[config.mk]
export PLATFORM = sky130hd
export DESIGN_NAME = modular_arithmetic_unit
export DESIGN_NICKNAME = d
export VERILOG_FILES = /design/src/rtl/core/mau_pkg.sv /design/src/rtl/core/modular_arithmetic_unit.sv
export SDC_FILE = /design/constraint.sdc
export NUM_CORES = 2
export LEC_CHECK = 0
export ABC_AREA = 1
export BUFFER_PORTS_ARGS = -buffer_cell sky130_fd_sc_hd__buf_2
export CAP_MARGIN = 10
export CORE_ASPECT_RATIO = 1.75
export CORE_MARGIN = 4
export CORE_UTILIZATION = 35
export CTS_BUF_LIST = sky130_fd_sc_hd__clkbuf_2
export DETAILED_ROUTE_END_ITERATION = 7
export GPL_ROUTABILITY_DRIVEN = 0
export GPL_TIMING_DRIVEN = 0
export PLACE_DENSITY = 0.51
export SETUP_SLACK_MARGIN = 0.1
export SYNTH_ARGS = -nofsm -noshare
export SYNTH_HDL_FRONTEND = slang
export SYNTH_SLANG_ARGS = --single-unit
export TNS_END_PERCENT = 1
[constraint.sdc]
create_clock -name i_clk -period 7.3 [get_ports i_clk]
set_clock_uncertainty 0.2 [all_clocks]
set_input_delay 1.46 -clock i_clk [delete_from_list [all_inputs] [get_ports i_clk]]
set_output_delay 1.46 -clock i_clk [all_outputs]
set_load 0.005 [all_outputs]
[src/rtl/core/mau_pkg.sv]
// ----------------------------------------------------------------------------
// modular arithmetic unit package
// command codes, field widths and the reset modulus
// ----------------------------------------------------------------------------
`default_nettype none
package mau_pkg;
    localparam int DATA_W   = 31;
    localparam int BRAW_W   = 64;
    localparam int CMD_W    = 3;
    localparam int EXP_BITS_DEF = 64;
    localparam logic [DATA_W-1:0] MOD_RESET = 31'd998244353;

    localparam logic [CMD_W-1:0] CMD_ADD = 3'd0;
    localparam logic [CMD_W-1:0] CMD_SUB = 3'd1;
    localparam logic [CMD_W-1:0] CMD_MUL = 3'd2;
    localparam logic [CMD_W-1:0] CMD_POW = 3'd3;
    localparam logic [CMD_W-1:0] CMD_INV = 3'd4;
    localparam logic [CMD_W-1:0] CMD_DIV = 3'd5;
    localparam logic [CMD_W-1:0] CMD_EQ  = 3'd6;
endpackage
`default_nettype wire

[src/rtl/core/modular_arithmetic_unit.sv]
// sequence, input beat to result beat: add, sub, equal and undefined commands run the
//   bit-serial reduction of operand a, then of operand b, then the dispatch state; mul adds one serial product
// pow: per exponent bit, a product when the bit is set, then a squaring; inverse runs the same loop
//   on modulus-2, divide adds one more product; a zero inverse operand or divisor skips the loop
// one beat in flight; a new input beat can be taken in the cycle after the result beat leaves
// reset (synchronous, active low) returns to idle and restores the modulus
// ----------------------------------------------------------------------------
// modular arithmetic unit
// bit-serial add/sub/mul/pow/inverse/divide/equal over a configured modulus
// ----------------------------------------------------------------------------
`default_nettype none
module modular_arithmetic_unit
    import mau_pkg::*;
#(
    parameter int EXP_BITS = EXP_BITS_DEF
) (
    input  wire          i_clk,
    input  wire          i_rst_n,
    input  wire          i_cfg_we,
    input  wire  [30:0]  i_cfg_wdata,
    input  wire          s_axis_tvalid,
    output logic         s_axis_tready,
    // tdata: command[2:0], operand_a[33:3], operand_b[97:34], zero fill to 104
    input  wire  [103:0] s_axis_tdata,
    output logic         m_axis_tvalid,
    input  wire          m_axis_tready,
    // tdata: result[30:0], is_equal[31]
    output logic [31:0]  m_axis_tdata
);
    localparam int EW = (EXP_BITS > 1) ? $clog2(EXP_BITS + 1) : 1;

    // sequencer states
    localparam logic [3:0] S_IDLE = 4'd0, S_REDA = 4'd1, S_REDB = 4'd2, S_DISP = 4'd3,
                           S_MUL  = 4'd4, S_PSTEP = 4'd5, S_PDONE = 4'd6,
                           S_OUT = 4'd8;

    logic [3:0]        r_state, n_state;
    logic [DATA_W-1:0] r_mod;
    logic [DATA_W-1:0] m_eff;
    logic [CMD_W-1:0]  r_cmd;
    logic [BRAW_W-1:0] r_braw;
    logic [BRAW_W-1:0] r_sh;        // shift register feeding the reducer
    logic [6:0]        r_cnt;
    logic [DATA_W:0]   r_rem;       // running remainder
    logic [DATA_W-1:0] r_a, r_b;
    // power engine
    logic [DATA_W-1:0] r_acc, r_sq;
    logic [BRAW_W-1:0] r_exp;
    logic [EW-1:0]     r_ecnt;
    logic              r_phase;     // 0 acc*sq, 1 sq*sq
    logic              r_inv2;      // divide: inverse done, final multiply pending
    // serial multiplier: x*y mod m, msb of y first
    logic [DATA_W-1:0] r_mx, r_my;
    logic [DATA_W-1:0] r_mp;
    logic [4:0]        r_mcnt;
    logic [1:0]        r_mdst;      // 0 acc, 1 sq, 2 result
    logic [DATA_W-1:0] r_res;
    logic              r_eq;

    localparam logic [1:0] D_ACC = 2'd0, D_SQ = 2'd1, D_RES = 2'd2;

    assign m_eff = (r_mod < 31'd2) ? 31'd2 : r_mod;

    // reducer step: remainder*2 + bit, subtract once
    logic [DATA_W+1:0] red_t;
    logic [DATA_W:0]   red_n;
    assign red_t = {r_rem, r_sh[BRAW_W-1]};
    assign red_n = (red_t >= {2'b0, m_eff}) ? (DATA_W+1)'(red_t - {2'b0, m_eff})
                                            : red_t[DATA_W:0];

    // multiplier step: p = 2p (mod m) + (bit ? x : 0) (mod m)
    logic [DATA_W:0] mp2, mp2r, mp3;
    logic [DATA_W-1:0] mpn;
    assign mp2  = {r_mp, 1'b0};
    assign mp2r = (mp2 >= {1'b0, m_eff}) ? mp2 - {1'b0, m_eff} : mp2;
    assign mp3  = mp2r + (r_my[DATA_W-1] ? {1'b0, r_mx} : '0);
    assign mpn  = (mp3 >= {1'b0, m_eff}) ? DATA_W'(mp3 - {1'b0, m_eff}) : DATA_W'(mp3);

    // modular add / sub
    logic [DATA_W:0]   add_s, sub_s;
    assign add_s = {1'b0, r_a} + {1'b0, r_b};
    assign sub_s = {1'b0, r_a} + {1'b0, m_eff} - {1'b0, r_b};

    logic [DATA_W-1:0] one_m;
    assign one_m = 31'd1;          // effective modulus is at least 2

    assign s_axis_tready = (r_state == S_IDLE);
    assign m_axis_tvalid = (r_state == S_OUT);
    assign m_axis_tdata  = {r_eq, r_res};

    always_ff @(posedge i_clk) begin
        if (!i_rst_n) begin
            r_state <= S_IDLE;
            r_mod   <= MOD_RESET;
        end else begin
            if (i_cfg_we) r_mod <= i_cfg_wdata;
            unique case (r_state)
                S_IDLE: begin
                    if (s_axis_tvalid) begin
                        r_cmd  <= s_axis_tdata[2:0];
                        r_braw <= s_axis_tdata[97:34];
                        r_sh   <= {33'd0, s_axis_tdata[33:3]};
                        r_rem  <= '0;
                        r_cnt  <= 7'd0;
                        r_inv2 <= 1'b0;
                        r_state <= S_REDA;
                    end
                end
                S_REDA: begin
                    r_rem <= red_n;
                    r_sh  <= {r_sh[BRAW_W-2:0], 1'b0};
                    r_cnt <= r_cnt + 7'd1;
                    if (r_cnt == 7'd63) begin
                        r_a   <= red_n[DATA_W-1:0];
                        r_sh  <= r_braw;
                        r_rem <= '0;
                        r_cnt <= 7'd0;
                        r_state <= S_REDB;
                    end
                end
                S_REDB: begin
                    r_rem <= red_n;
                    r_sh  <= {r_sh[BRAW_W-2:0], 1'b0};
                    r_cnt <= r_cnt + 7'd1;
                    if (r_cnt == 7'd63) begin
                        r_b <= red_n[DATA_W-1:0];
                        r_state <= S_DISP;
                    end
                end
                S_DISP: begin
                    r_res <= '0;
                    r_eq  <= 1'b0;
                    r_state <= S_OUT;
                    unique case (r_cmd) inside
                        CMD_ADD: r_res <= (add_s >= {1'b0, m_eff}) ?
                                          DATA_W'(add_s - {1'b0, m_eff}) : DATA_W'(add_s);
                        CMD_SUB: r_res <= (sub_s >= {1'b0, m_eff}) ?
                                          DATA_W'(sub_s - {1'b0, m_eff}) : DATA_W'(sub_s);
                        CMD_EQ:  r_eq  <= (r_a == r_b);
                        CMD_MUL: begin
                            r_mx <= r_a; r_my <= r_b; r_mp <= '0; r_mcnt <= '0;
                            r_mdst <= D_RES; r_state <= S_MUL;
                        end
                        CMD_POW: begin
                            r_acc <= one_m; r_sq <= r_a;
                            r_exp <= (EXP_BITS >= 64) ? r_braw
                                     : (r_braw & ((64'd1 << EXP_BITS) - 64'd1));
                            r_ecnt <= '0; r_phase <= 1'b0; r_state <= S_PSTEP;
                        end
                        CMD_INV, CMD_DIV: begin
                            if ((r_cmd == CMD_INV ? r_a : r_b) == '0) begin
                                r_res <= '0;
                            end else begin
                                r_acc <= one_m;
                                r_sq  <= (r_cmd == CMD_INV) ? r_a : r_b;
                                r_exp <= {33'd0, m_eff - 31'd2};
                                r_ecnt <= '0; r_phase <= 1'b0; r_state <= S_PSTEP;
                            end
                        end
                        default: ;
                    endcase
                end
                S_PSTEP: begin
                    // acc*sq when exponent bit set, then sq*sq
                    if (r_ecnt == EW'(EXP_BITS)) begin
                        r_state <= S_PDONE;
                    end else if (!r_phase) begin
                        r_phase <= 1'b1;
                        if (r_exp[0]) begin
                            r_mx <= r_acc; r_my <= r_sq; r_mp <= '0; r_mcnt <= '0;
                            r_mdst <= D_ACC; r_state <= S_MUL;
                        end
                    end else begin
                        r_phase <= 1'b0;
                        r_exp <= r_exp >> 1;
                        r_ecnt <= r_ecnt + EW'(1);
                        r_mx <= r_sq; r_my <= r_sq; r_mp <= '0; r_mcnt <= '0;
                        r_mdst <= D_SQ; r_state <= S_MUL;
                    end
                end
                S_MUL: begin
                    r_mp <= mpn;
                    r_my <= {r_my[DATA_W-2:0], 1'b0};
                    r_mcnt <= r_mcnt + 5'd1;
                    if (r_mcnt == 5'(DATA_W - 1)) begin
                        unique case (r_mdst)
                            D_ACC: begin r_acc <= mpn; r_state <= S_PSTEP; end
                            D_SQ:  begin r_sq  <= mpn; r_state <= S_PSTEP; end
                            default: begin r_res <= mpn; r_state <= S_OUT; end
                        endcase
                    end
                end
                S_PDONE: begin
                    if (r_cmd == CMD_DIV && !r_inv2) begin
                        r_inv2 <= 1'b1;
                        r_mx <= r_a; r_my <= r_acc; r_mp <= '0; r_mcnt <= '0;
                        r_mdst <= D_RES; r_state <= S_MUL;
                    end else begin
                        r_res <= r_acc; r_state <= S_OUT;
                    end
                end
                S_OUT: begin
                    if (m_axis_tready) r_state <= S_IDLE;
                end
                default: r_state <= S_IDLE;
            endcase
        end
    end

`ifndef SYNTHESIS
    a_eq_only: assert property (@(posedge i_clk) disable iff (!i_rst_n)
        m_axis_tvalid && m_axis_tdata[31] |-> r_cmd == CMD_EQ) else $error("eq flag");
    a_res_range: assert property (@(posedge i_clk) disable iff (!i_rst_n)
        m_axis_tvalid |-> m_axis_tdata[30:0] < m_eff) else $error("range");
    a_one_item: assert property (@(posedge i_clk) disable iff (!i_rst_n)
        m_axis_tvalid |-> !s_axis_tready) else $error("overlap");
`endif
endmodule
`default_nettype wire
==> impl_metrics.yaml <==
final_layout:
  final_util_pct: 43.66
  regArea_sq_mm: 0.01572
  fill_cells: 11630
  multi_input_area_sq_mm: 0.02357
  final_layout_size_suffix_gt1_share_pct: 18.95
  fin_cells: 7365
  syn_to_final_growth_pct: 23.84
  num-nets-final: 6179
placement:
  dp.cells: 6809
  hpwl_mm: 150.9
  io_buffers: 167
critical_path:
  cp_top_family: "simple AND/OR/NAND/NOR gates"
  cp_slowest_stage_delay_ns: 0.92
  crit_path_top_delay_cell: "inv_1"
  worst_path_most_repeated_cell: "nand2_1"
  required_ns: 8.50
  critical_path_peak_fanout: 10
  crit_buf_inv: 9
  critPathLaunchType: "flip-flop"
  crit_arrival_ns: 8.98
  critPathKind: "flip-flop to flip-flop"
  end_kind: "flip-flop"
synth:
  synth_flop_cell: "edfxtp_1"
  seq_area_frac_synth_pct: 38.48
  netlist.area_leader.share_pct: 36.76
  synth_async_sr_flop_share_pct: 0
  synthesis.area_sq_mm: 0.04076
  syn-mean-instance-area_sq_um: 7.982
  ys_types: 61
  synth_fp_nets: 5538
  synth_cells: 5106
  synth_top_area_cell: "edfxtp_1"
  synth-edff-count: 499
  synthTopCellsByArea: "edfxtp_1 37%, nand2_1 10%, ha_1 7.8%"
  synth-seq-cells: 534
  yosysMostFrequentCell: "nand2_1"
  ys_warn_count: 0
  ys_top_cells_by_count: "1122 x nand2_1, 709 x inv_1, 499 x edfxtp_1"
clock_network:
  cts_tree: "built"
  htree_levels: 4
  cts.sinks: 534
  insertion_delay_ns: 1.67
  root_buffer: "clkbuf_2"
  clk_pin_slew_ns: 0.11
  cts_buffers: 131
  clockBufferDepth: 3
timing:
  maxSlewViolCount: 0
  setup_viol: 124
  worst_pin_slew_ns: 1.452
  max_freq_mhz: 128.5
  max_slew_margin_pct: 3.190
  fin_ws_ns: -0.4844
  grt_setup_unrepaired: "true"
  hold_viol: 0
  final.period_utilization_pct: 106.6
  fin_crit_ns: 7.784
min_path:
  hold_class: "primary input to flip-flop"
global_routing:
  grt_overflow: 0
  grt_pass1_vias: 40680
  grt_max_degree: 30
  grt_use_total_pct: 32.01
  antenna_found_initial: 14
  grt_pass1_wl_mm: 278.5
floorplanning:
  core_area_sq_mm: 0.1156
  die_h_um: 459.4
  io-pin-count: 174
  die_area_sq_mm: 0.1222
  die_width_um: 266.0
  initial_utilization_pct: 35.25
  fp-row-count: 165
route:
  drt_pass1_iterations: 6
  vias_per_cell: 5.608
  drt-initial-drc-count: 3590
  final_antenna_net_count: 0
  finalWirelength_mm: 201.1
  vias: 41300
  drc: 0
  wl_per_cell_um: 27.30
run_status:
  status: "finished, violations left"
  failed_checks: "negative setup slack"
power:
  ir_drop_uv: 187.6
  total_power_mw: 14.01
  p_per_area_mw_per_mm2: 277.6
  power.leakage_nw: 21.95
flow_run:
  cap_violations: 0
flip-flops by register name, summed over array words and instances, names as in the netlist:
register and flops:
r_state 4, r_ecnt 7, r_mcnt 5, r_cnt 7
r_mp 31, r_b 31, r_sq 31, r_my 31
r_a 31, r_rem 32, r_exp 64, r_sh 64
r_mdst 2, r_eq 1, r_inv2 1, r_phase 1
r_mx 31, r_mod 31, r_acc 31, r_braw 64
r_cmd 3, r_res 31
layer usage:
layer	global-route usage (%)	up-vias	part of all wire, %
met1	31.83	19240	32
met2	53.29	2398	47
met3	7.824	979	8.2
met4	31.86	0	13
met5	0.2824	-	0
li1	-	18680	-
cells by family after synthesis:
family                   synth area share, %
adder cells (fa/ha/maj)                9.664
AND/OR/NAND/NOR                        23.51
buffers and inverters                  8.424
XOR/XNOR                               4.685
AO/OA/AOI/OAI                          15.24
flip-flops                             38.48
power by group:
group | total [mW] | internal [mW] | switching (mW)
combinational | 7.51 | 2.64 | 4.87
clock | 2.25 | 0.845 | 1.40
sequential | 4.26 | 4.08 | 0.179
metrics by stage:
stage | setup WS, ns | hold slack, ns | area (sq um) | setup TNS (ns)
finish | -0.4844 | 0.07916 | 50470 | -41.08
global route | -0.5516 | 0.1113 | 50430 | -59.66
CTS | -0.4745 | 0.001365 | 48070 | -48.36
detailed placement | -3.585 | 0.2925 | 44020 | -422.33
global placement | -4.290 | 0.2656 | 43480 | -1297.09
floorplan | -0.1620 | 0.2497 | 40760 | -11.50
repair_timing:
action | 4_1_cts | 5_1_grt
endpoints found under the setup margin | 124 | 124
setup buffers | 76 | 100
hold buffers | 126 | 0
cloned | 2 | 2
resized for setup | 195 | 309
pin swaps | 48 | 117
hold endpoints to repair | 121 | 0
path summary, 6_finish.rpt:
kind          endpoint  slack [ns]  cells after the start             start
max           r_sq[11]       -0.48                     38         r_mod[16]
min           r_sh[29]        0.08                      3  s_axis_tdata[32]
max reg2reg   r_sq[11]       -0.48                     38         r_mod[16]
min reg2reg  r_exp[14]        0.27                      2         r_exp[15]
worst register-to-register path: cells and delay by family, from the launching register on:
family	cells	cell delay [ns]
simple gates	18	2.81
flops	1	0.38
xor+xnor	1	0.23
fa+ha+maj	3	0.92
compound gates	7	0.89
buf+inv	9	2.10
layout by cell type, fill, tap and decap left out, types with 31 or more instances in the layout:
| master | instances |
|---|---|
| nand2_1 | 1057 |
| inv_1 | 670 |
| edfxtp_1 | 499 |
| o21ai_0 | 405 |
| nor2_1 | 402 |
| a21oi_1 | 307 |
| ha_1 | 222 |
| buf_2 | 195 |
| nand3_1 | 186 |
| clkbuf_2 | 174 |
| buf_4 | 145 |
| dlygate4sd3_1 | 126 |
| xor2_1 | 111 |
| nand4_1 | 109 |
| clkbuf_1 | 98 |
| xnor2_1 | 87 |
| nand2_2 | 58 |
| nand2_4 | 56 |
| nand3_4 | 55 |
| inv_2 | 46 |
| o211ai_1 | 43 |
| nor3_1 | 42 |
| a21o_1 | 42 |
| o21ai_2 | 39 |
| fa_1 | 36 |
| clkinv_1 | 34 |
| buf_12 | 34 |
| buf_6 | 31 |
area by class of cell:
| cell class | instances | share of cell area (%) |
|---|---|---|
| multi-input cells | 3683 | 46.70 |
| flip-flops and latches | 534 | 31.15 |
| repair buffers | 508 | 8.626 |
| inverters | 745 | 5.724 |
| well taps | 1503 | 3.726 |
| clock buffers | 174 | 1.725 |
| plain buffers | 144 | 1.485 |
| clock inverters | 53 | 0.7635 |
| diodes | 21 | 0.1041 |
(Power assumes the default switching activity.)
